--- src/hdl/irig_timestamp_to_tick_code_core_macros.svh ---
// Assertion helpers shared by the time code core.
`ifndef IRIG_TIMESTAMP_TO_TICK_CODE_CORE_MACROS_SVH
`define IRIG_TIMESTAMP_TO_TICK_CODE_CORE_MACROS_SVH

// Check a property on every clock edge outside reset.
`define ITC_ASSERT(lbl, prop, msg) \
    lbl: assert property (@(posedge aclk) disable iff (!aresetn) (prop)) else $error(msg);

// Check a property on every clock edge, reset included.
`define ITC_ASSERT_ALWAYS(lbl, prop, msg) \
    lbl: assert property (@(posedge aclk) (prop)) else $error(msg);

`endif

--- src/hdl/itc_pkg.sv ---
`default_nettype none
package itc_pkg;

    // Datapath widths
    localparam int ACC_W   = 60;  // tick count, signed
    localparam int MUL_A_W = 34;  // running year, day, hour, minute or second count, signed
    localparam int MUL_K_W = 27;  // multiplier constant, unsigned

    typedef logic signed [ACC_W-1:0]   acc_t;
    typedef logic signed [MUL_A_W-1:0] mul_a_t;
    typedef logic        [MUL_K_W-1:0] mul_k_t;

    // Scale factors applied one per step
    localparam mul_k_t K_DAYS_PER_YEAR  = 27'd365;
    localparam mul_k_t K_HOURS_PER_DAY  = 27'd24;
    localparam mul_k_t K_MINS_PER_HOUR  = 27'd60;
    localparam mul_k_t K_SECS_PER_MIN   = 27'd60;
    localparam mul_k_t K_TICKS_PER_SEC  = 27'd100000000;

    // Years from 1970 to 2000
    localparam logic [7:0] EPOCH_YEAR_OFFSET = 8'd30;
    // Day at or beyond which day 1 marks a new year
    localparam logic [8:0] YEAR_END_DAY      = 9'd365;
    // Year past 2000 from which 2100 is behind us (not a leap year)
    localparam logic [6:0] YEAR_PAST_2100    = 7'd101;

endpackage
`default_nettype wire

--- src/hdl/irig_timestamp_to_tick_code_core.sv ---
`default_nettype none
// Converts one IRIG time stamp per item into a signed count of 10 ns ticks since
// the 1970 epoch. A full stamp (s_tuser = 0) runs through a shared multiply-add
// unit in five steps: days, hours, minutes, seconds, then ticks. A test stamp
// (s_tuser = 1) needs only the final tick step. A new item is taken only after
// the final step has moved the last result into the output register. A missing
// year (zero) is taken from the previous full stamp, advanced on a day 1 after
// day 365 or later, or from cfg_wdata's register on the first full stamp after
// reset. The result sits in an output register, so a new item is taken while
// the last result still waits on m_tready.
`include "irig_timestamp_to_tick_code_core_macros.svh"
module irig_timestamp_to_tick_code_core (
    input  wire         aclk,
    input  wire         aresetn,
    // Host year register
    input  wire         cfg_we,
    input  wire  [6:0]  cfg_wdata,
    // Time stamp items
    input  wire         s_tvalid,
    output logic        s_tready,
    // s_tdata from bit 0: year[6:0], day[15:7], hour[20:16], minute[26:21],
    // second[32:27], subsecond[59:33], test_seconds[91:60], zero fill[95:92]
    input  wire  [95:0] s_tdata,
    // s_tuser: opcode[0]
    input  wire  [0:0]  s_tuser,
    // Tick code items
    output logic        m_tvalid,
    input  wire         m_tready,
    // m_tdata from bit 0: timecode[59:0], year_used[66:60], zero fill[71:67]
    output logic [71:0] m_tdata
);
    import itc_pkg::*;

    localparam logic [2:0] ST_IDLE  = 3'd0;
    localparam logic [2:0] ST_DAYS  = 3'd1;
    localparam logic [2:0] ST_HOUR  = 3'd2;
    localparam logic [2:0] ST_MIN   = 3'd3;
    localparam logic [2:0] ST_SEC   = 3'd4;
    localparam logic [2:0] ST_FINAL = 3'd5;

    // Unpack the input item
    logic               in_opcode;
    logic        [6:0]  in_year;
    logic        [8:0]  in_day;
    logic        [4:0]  in_hour;
    logic        [5:0]  in_minute;
    logic        [5:0]  in_second;
    logic        [26:0] in_subsec;
    logic signed [31:0] in_test_sec;

    assign in_opcode   = s_tuser[0];
    assign in_year     = s_tdata[6:0];
    assign in_day      = s_tdata[15:7];
    assign in_hour     = s_tdata[20:16];
    assign in_minute   = s_tdata[26:21];
    assign in_second   = s_tdata[32:27];
    assign in_subsec   = s_tdata[59:33];
    assign in_test_sec = $signed(s_tdata[91:60]);

    logic [2:0]  state_reg, state_next;
    logic [6:0]  host_year_reg;
    logic        have_last_reg;
    logic [6:0]  last_year_reg;
    logic [8:0]  last_day_reg;
    logic [6:0]  year_reg;
    logic [8:0]  day_reg;
    logic [4:0]  hour_reg;
    logic [5:0]  minute_reg;
    logic [5:0]  second_reg;
    logic [26:0] subsec_reg;
    acc_t        acc_reg;
    logic        m_tvalid_reg;
    logic [71:0] m_tdata_reg;

    logic        accept;
    logic        out_free;
    logic [6:0]  year_fill;
    logic [6:0]  year_res;
    logic [7:0]  leaps;
    logic signed [10:0] day_off;
    mul_k_t      mul_k;
    acc_t        addend;
    acc_t        mac_result;

    assign s_tready = (state_reg == ST_IDLE);
    assign accept   = s_tvalid && s_tready;
    assign out_free = !m_tvalid_reg || m_tready;
    assign m_tvalid = m_tvalid_reg;
    assign m_tdata  = m_tdata_reg;

    // Resolve a missing year from the last full stamp or the host year
    always_comb begin
        if (!have_last_reg) begin
            year_fill = host_year_reg;
        end else if (in_day == 9'd1 && last_day_reg >= YEAR_END_DAY) begin
            year_fill = last_year_reg + 7'd1;
        end else begin
            year_fill = last_year_reg;
        end
        year_res = (in_year != 7'd0) ? in_year : year_fill;
    end

    // Leap days between 1970 and the stamp's year, plus day of year less one
    always_comb begin
        leaps   = ({1'b0, year_reg} + 8'd31) >> 2;
        day_off = $signed({3'b000, leaps}) + $signed({2'b00, day_reg}) - 11'sd1
                  - ((year_reg >= YEAR_PAST_2100) ? 11'sd1 : 11'sd0);
    end

    // Select constant and addend for the current step
    always_comb begin
        case (state_reg)
            ST_DAYS: begin
                mul_k  = K_DAYS_PER_YEAR;
                addend = {{(ACC_W - 11){day_off[10]}}, day_off};
            end
            ST_HOUR: begin
                mul_k  = K_HOURS_PER_DAY;
                addend = {{(ACC_W - 5){1'b0}}, hour_reg};
            end
            ST_MIN: begin
                mul_k  = K_MINS_PER_HOUR;
                addend = {{(ACC_W - 6){1'b0}}, minute_reg};
            end
            ST_SEC: begin
                mul_k  = K_SECS_PER_MIN;
                addend = {{(ACC_W - 6){1'b0}}, second_reg};
            end
            default: begin
                mul_k  = K_TICKS_PER_SEC;
                addend = {{(ACC_W - 27){1'b0}}, subsec_reg};
            end
        endcase
    end

    itc_mac u_mac (
        .mul_a  (acc_reg[MUL_A_W-1:0]),
        .mul_k  (mul_k),
        .addend (addend),
        .result (mac_result)
    );

    // Step sequencer
    always_comb begin
        state_next = state_reg;
        case (state_reg)
            ST_IDLE: begin
                if (accept) begin
                    state_next = in_opcode ? ST_FINAL : ST_DAYS;
                end
            end
            ST_DAYS:  state_next = ST_HOUR;
            ST_HOUR:  state_next = ST_MIN;
            ST_MIN:   state_next = ST_SEC;
            ST_SEC:   state_next = ST_FINAL;
            ST_FINAL: begin
                if (out_free) begin
                    state_next = ST_IDLE;
                end
            end
            default:  state_next = ST_IDLE;
        endcase
    end

    // Control state, host year and last stamp history
    always_ff @(posedge aclk) begin
        if (!aresetn) begin
            state_reg     <= ST_IDLE;
            host_year_reg <= 7'd25;
            have_last_reg <= 1'b0;
            last_year_reg <= 7'd0;
            last_day_reg  <= 9'd0;
            m_tvalid_reg  <= 1'b0;
        end else begin
            state_reg <= state_next;
            if (cfg_we) begin
                host_year_reg <= cfg_wdata;
            end
            if (accept && !in_opcode) begin
                have_last_reg <= 1'b1;
                last_year_reg <= year_res;
                last_day_reg  <= in_day;
            end
            if (state_reg == ST_FINAL && out_free) begin
                m_tvalid_reg <= 1'b1;
            end else if (m_tready) begin
                m_tvalid_reg <= 1'b0;
            end
        end
    end

    // Capture the item, advance the accumulator and load the result register
    always_ff @(posedge aclk) begin
        if (accept) begin
            day_reg    <= in_day;
            hour_reg   <= in_hour;
            minute_reg <= in_minute;
            second_reg <= in_second;
            subsec_reg <= in_subsec;
            if (in_opcode) begin
                year_reg <= 7'd0;
                acc_reg  <= {{(ACC_W - 32){in_test_sec[31]}}, in_test_sec};
            end else begin
                year_reg <= year_res;
                acc_reg  <= {{(ACC_W - 8){1'b0}}, ({1'b0, year_res} + EPOCH_YEAR_OFFSET)};
            end
        end else if (state_reg != ST_IDLE && state_reg != ST_FINAL) begin
            acc_reg <= mac_result;
        end
        if (state_reg == ST_FINAL && out_free) begin
            m_tdata_reg <= {5'd0, year_reg, mac_result};
        end
    end

    `ITC_ASSERT(a_busy_after_accept, (s_tvalid && s_tready) |=> !s_tready,
                "input accepted while a conversion is under way")
    `ITC_ASSERT(a_final_holds, (state_reg == ST_FINAL && !out_free) |=> (state_reg == ST_FINAL),
                "final step left while the output register was full")
    `ITC_ASSERT(a_result_from_final, $rose(m_tvalid) |-> ($past(state_reg) == ST_FINAL),
                "result raised without a final step")
    `ITC_ASSERT_ALWAYS(a_history_kept, (aresetn && have_last_reg) |=> (!aresetn || have_last_reg),
                "stamp history lost outside reset")

endmodule
`default_nettype wire

--- src/hdl/itc_mac.sv ---
`default_nettype none
module itc_mac (
    input  wire itc_pkg::mul_a_t mul_a,
    input  wire itc_pkg::mul_k_t mul_k,
    input  wire itc_pkg::acc_t   addend,
    output itc_pkg::acc_t        result
);
    import itc_pkg::*;

    logic signed [MUL_A_W+MUL_K_W:0] product;
    logic signed [MUL_A_W+MUL_K_W:0] sum;

    // Multiply by an unsigned constant, then add
    always_comb begin
        product = mul_a * $signed({1'b0, mul_k});
        sum     = product + {{(MUL_A_W + MUL_K_W + 1 - ACC_W){addend[ACC_W-1]}}, addend};
        result  = sum[ACC_W-1:0];
    end

endmodule
`default_nettype wire

--- config.mk ---
export PLATFORM = sky130hd
export DESIGN_NAME = irig_timestamp_to_tick_code_core
export DESIGN_NICKNAME = d
export VERILOG_FILES = /design/src/hdl/itc_pkg.sv /design/src/hdl/irig_timestamp_to_tick_code_core.sv /design/src/hdl/itc_mac.sv
export VERILOG_INCLUDE_DIRS = /design/src /design/src/hdl
export SDC_FILE = /design/constraint.sdc
export NUM_CORES = 2
export LEC_CHECK = 0
export ABC_AREA = 1
export ABC_CLOCK_PERIOD_IN_PS = 21200
export BUFFER_PORTS_ARGS = -buffer_cell sky130_fd_sc_hd__buf_2
export CORE_MARGIN = 2
export CORE_UTILIZATION = 45
export DETAILED_ROUTE_END_ITERATION = 10
export PLACE_DENSITY = 0.68
export SLEW_MARGIN = 0
export SYNTH_ARGS = -nofsm -noshare
export SYNTH_HDL_FRONTEND = slang
export SYNTH_SLANG_ARGS = --single-unit
--- constraint.sdc ---
create_clock -name aclk -period 21.2 [get_ports aclk]
set_input_delay 3.18 -clock aclk [delete_from_list [all_inputs] [get_ports aclk]]
set_output_delay 3.18 -clock aclk [all_outputs]
set_load 0.01 [all_outputs]
# Yosys cells after proc, flatten, opt, wreduce, memory -nomap -nowiden
# Cells that the tools add are included.
[totals]
register_bits = 189
input_bits = 109
out_inout_bits = 74
wordCells = 63
[classes]
addsub = 7
mul = 1
order_cmp = 2
n_eq_ne = 9
muxes = 15
n_reduce_logical = 15
[op_table]
columns = ["cell", "n"]
rows = [
  ["$pmux 60 s4", 1],
  ["$mux 34", 3],
  ["$pmux 27 s3", 1],
  ["$add 60x60->60", 1],
  ["$mul 34x28->60", 1],
  ["$mux 7", 3],
  ["$pmux 3 s6", 1],
  ["$add 7x5->8 const B", 2],
  ["$sub 10x1->11 const B", 1],
  ["$sub 11x2->11", 1],
  ["$add 6x9->10", 1],
  ["$eq 9x1->1 const B", 1],
  ["$ge 9x9->1 const B", 1],
  ["$mux 3", 3],
  ["$add 7x1->7 const B", 1],
  ["$ge 7x7->1 const B", 1],
  ["$reduce_bool 7->1", 1],
  ["$eq 3x2->1 const B", 2],
  ["$eq 3x3->1 const B", 2],
  ["$logic_and 1x1->1", 5],
  ["$reduce_bool 2->1", 2],
  ["$eq 3x1->1 const B", 1],
  ["$logic_not 3->1", 1],
  ["$mux 1", 3],
  ["other kinds (8)", 9],
]

# Depth between registers and ports, before layout
[depth]
depth_word = 8
mapped_depth = 40
depth_no_buf = 38

# Hierarchy
# From an unflattened synthesis, not the netlist that was laid out.
[unflattened]
cells_unflattened = 5491
area_unflattened_um2 = 44259.9
[modules_own_cells]
columns = ["module", "n_inst", "cells_each", "area_per_inst_um2", "seq_area_each_um2"]
rows = [
  ["itc_mac", 1, 4776, 36249.8, 0.0],
  ["irig_timestamp_to_tick_code_core", 1, 715, 8010.2, 5395.2],
]

# Least setup slack after synthesis
# OpenSTA, ideal clock, no wires.
[synth_timing]
path_kind = "input to register"
start = "input port m_tready"
end = "register m_tdata_reg[0] (netlist: m_tdata[0]) (enable)"
setup_time_ps = 658
arrival_time_ps = 9563
required_time_ps = 20542
path_slack_ps = 10980
path_stages = 2
path_buffers = 0
cell_sequence = "nor2_1 > nor4_1"
[synth_between]
elab_chain_cells = 2
[synth_lines]
columns = ["element", "line", "rtl"]
rows = [
  ["start, declared", "irig_timestamp_to_tick_code_core.sv:28", "input wire m_tready,"],
  ["$logic_or 1x1->1", "irig_timestamp_to_tick_code_core.sv:87", "assign out_free = !m_tvalid_reg || m_tready;"],
  ["$logic_and 1x1->1", "irig_timestamp_to_tick_code_core.sv:210", "if (state_reg == ST_FINAL && out_free) begin"],
  ["end signal, assigned", "irig_timestamp_to_tick_code_core.sv:211", "m_tdata_reg <= {5'd0, year_reg, mac_result};"],
  ["end, declared", "irig_timestamp_to_tick_code_core.sv:73", "logic [71:0] m_tdata_reg;"],
]
# No other way between the ends.
# A chain may end at the register's enable or synchronous reset.

# Worst setup path after layout
[layout_timing]
start = "register state_reg[1]"
end = "register m_tdata_reg[58] (netlist: m_tdata[58]) (data pin)"
[layout_between]
elab_chain_cells = 5
elab_cells_between_ends = 9
classes_between = "1 x add/sub; 1 x mul; 4 x eq/ne; 2 x mux; 1 x reduce/logical"
[layout_lines]
columns = ["element", "line", "rtl"]
rows = [
  ["start, declared", "irig_timestamp_to_tick_code_core.sv:60", "logic [2:0] state_reg, state_next;"],
  ["start signal, assigned", "irig_timestamp_to_tick_code_core.sv:175", "state_reg <= state_next;"],
  ["$eq 3x3->1 / $eq 3x2->1 (equally long branches)", "irig_timestamp_to_tick_code_core.sv:112", "case (state_reg)"],
  ["$reduce_or 2->1 (no source line)", "--", ""],
  ["$pmux 27 s3", "irig_timestamp_to_tick_code_core.sv:112", ""],
  ["$mul 34x28->60", "itc_mac.sv:15", "product = mul_a * $signed({1'b0, mul_k});"],
  ["$add 60x60->60 (*)", "itc_mac.sv:16", "sum = product + {{(MUL_A_W + MUL_K_W + 1 - ACC_W){addend[ACC_W-1]}}, addend};"],
  ["net mac_result[58]", "irig_timestamp_to_tick_code_core.sv:83", "acc_t mac_result;"],
]
# The timed path passes the listed nets; every way through them passes the cells marked *.

==> results.py <==
metrics = {
    "sta": {
        "slew_headroom_pct": 19.71,
        "fin_crit_sh_pct": 47.07,
        "setup_viol": 0,
        "holdWs_ns": 0.4566,
        "hold_viol_final": 0,
        "clock-skew-final_ns": 0.02817,
        "finalSetupTns_ns": 0,
        "fmaxAchievable_mhz": 100.2,
        "maxSlewViolCount": 0,
        "worstMarginPinSlew_ns": 1.201,
        "rsz0062_at_grt": "false",
        "fin_crit_ns": 9.980,
    },
    "worst_setup_path": {
        "slowest_stage": "dfxtp_1",
        "critical-path-max-stage-delay_ns": 0.69,
        "critPathMaxFanout": 51,
        "worstSetupPathType": "register to register",
        "path_common_cell": "fa_1",
        "arrival_ns": 10.20,
        "end_kind": "register",
        "cp.required_ns": 21.42,
        "critPathLaunchType": "register",
    },
    "synthesis": {
        "synth_xor_area_share_pct": 2.888,
        "synth_top_family_by_area": "adder cells",
        "synth_top_area_share_pct": 37.03,
        "synth_compound_area_share_pct": 6.064,
        "synthArstFlopShare_pct": 0,
        "synth_edf_count": 161,
        "synth_area_leaders": "fa_1 (37%), edfxtp_1 (15%), ha_1 (13%), inv_1 (11%), nand2_1 (5.5%)",
        "synthMuxAreaShare_pct": 0,
        "synth.distinct_cells": 58,
        "ys.warnings.count": 0,
        "synth-main-ff-cell": "edfxtp_1",
        "syn_area_um2": 31190,
        "yosysMostFrequentCell": "inv_1",
        "synth_adder_area_share_pct": 49.86,
        "syn_inst": 3375,
        "synthTopCellsByCount": "inv_1 (890), fa_1 (577), nand2_1 (459)",
        "synth_area_per_cell_um2": 9.243,
        "yosys.area_share.simple_pct": 11.72,
        "synth-seq-cells": 189,
        "yosysSeqAreaShare_pct": 17.30,
        "yosysTopAreaCell": "fa_1",
    },
    "clock_tree": {
        "root_buffer": "clkbuf_16",
        "postCtsResizedCells": 0,
        "numClockSinks": 189,
        "cts_setup_buffers": 0,
        "clk_latency_ns": 0.49,
        "htreeDepth": 4,
        "clk_pin_slew_ns": 0.08,
        "cts_tree": "yes",
        "holdBufCountCts": 0,
        "cts_buffers": 17,
        "ctsLongestPathBuffers": 2,
    },
    "route": {
        "totalWireLength_um": 88280,
        "vias": 22760,
        "viasPerCell": 5.084,
        "route.detailed.drc": 0,
        "wl_per_cell_um": 19.72,
        "drt_iter0_drc": 1877,
        "ant_nets": 0,
        "drtPass1Iterations": 9,
    },
    "placed_design": {
        "numPortBuffers": 173,
        "gp_congestion": 0.9765,
        "post-dp-hpwl_um": 76570,
    },
    "layout": {
        "fillers": 6492,
        "drive_gt1_share_pct": 9.506,
        "area_delta_synth_final_pct": 8.014,
        "fin_util_pct": 49.13,
        "finalNetCount": 4538,
        "largest_register_ffs": 67,
    },
    "run_status": {
        "outcome": "complete, no violations",
    },
    "global_route": {
        "grt_pass1_wl_um": 138000,
        "grt_max_degree": 68,
        "first_global_vias": 23400,
        "grtUsageTotal_pct": 25.97,
        "grt.overflow.total": 0,
        "antenna_found_initial": 2,
    },
    "floorplan": {
        "pin_count": 183,
        "chipWidth_um": 267.3,
        "die_h_um": 267.3,
        "initial_core_util_pct": 45.48,
        "die_area_um2": 71440,
        "core_area_um2": 68590,
        "rows": 96,
    },
    "worst_hold_path": {
        "min_path_type": "register to register",
    },
    "job": {
        "maxCapViolations": 0,
    },
}
[cells in the final DEF (no fill, tap or decap), types with 5 or more instances in the layout]
master / netlist / final
inv_6: 1 / 5
inv_1: 890 / 890
dfxtp_1: 28 / 28
nor2_4: 13 / 14
ha_1: 320 / 320
nor2_1: 269 / 267
o21ai_0: 94 / 94
a221oi_1: 5 / 5
xor2_1: 70 / 70
buf_2: 9 / 173
fa_1: 577 / 577
xnor2_1: 18 / 18
clkbuf_16: 0 / 17
nor3_1: 15 / 15
nor2_2: 16 / 17
buf_4: 8 / 11
o211ai_1: 6 / 6
inv_2: 43 / 43
nand2_2: 11 / 12
o21ai_1: 15 / 15
clkinv_8: 0 / 5
nand2_1: 459 / 458
a22o_1: 20 / 20
a21oi_2: 8 / 8
o21bai_1: 6 / 6
conb_1: 1 / 5
edfxtp_1: 161 / 161
xor2_2: 7 / 7
a21oi_1: 147 / 147
nand3_1: 58 / 58
a21o_1: 8 / 8
nand4_1: 10 / 10
or2_2: 7 / 7
[routing by layer]
layer	wire, um	up-vias	GRT usage (%)
met4	2594	0	6.954
met5	0	-	0
met2	39450	882	39.68
met3	7537	120	4.993
met1	38690	11240	37.84
li1	-	10520	-
[stage by stage]
step | cells | area [um^2] | setup slack [ns]
2_1_floorplan | 3379 | 31210 | 10.98
3_3_place_gp | 4444 | 33100 | 11.37
3_5_place_dp | 4444 | 33100 | 11.36
4_1_cts | 4476 | 33690 | 11.32
5_1_grt | 4477 | 33690 | 10.81
6_report | 4477 | 33690 | 11.22
[worst max-delay path: cells and delay by family, from the launching register on]
family	cells	cell delay (ns)
XOR/XNOR	1	0.18
AO/OA/AOI/OAI	6	1.42
AND/OR/NAND/NOR	5	1.34
adder cells (fa/ha/maj)	9	4.50
buffers and inverters	7	1.54
flip-flops	1	0.69
[layout make-up]
class                      instances  area [um^2]  share of cell area (%)
inverter                         939         3540                   10.51
tap                              931         1165                   3.457
multi-input combinational       2201        22050                   65.43
clock buffer                      17        425.4                   1.263
timing repair buffer             184        948.4                   2.815
sequential                       189         5395                   16.01
clock inverter                    15        171.4                  0.5087
antenna                            1        2.502                0.007427
[final timing paths]
check                                startpoint               to  slack [ns]  cells past startpoint
worst max register to register     state_reg[1]      m_tdata[58]       11.22                     28
worst min register to register  last_day_reg[8]  last_day_reg[8]        0.46                      2
worst min-delay path            last_day_reg[8]  last_day_reg[8]        0.46                      2
worst max-delay path               state_reg[1]      m_tdata[58]       11.22                     28
[kinds of logic (layout without fill, tap and decap cells)]
logic type / Yosys count / in the layout
flops: 189 / 189
xor+xnor: 96 / 96
other cells: 1 / 6
compound gates: 331 / 331
fa+ha+maj: 897 / 897
simple gates: 872 / 872
buf+inv: 989 / 1155
Power is left out: the tool's default activity adds up to more than one toggle a clock period on the data nets, which glitch-free logic cannot reach.
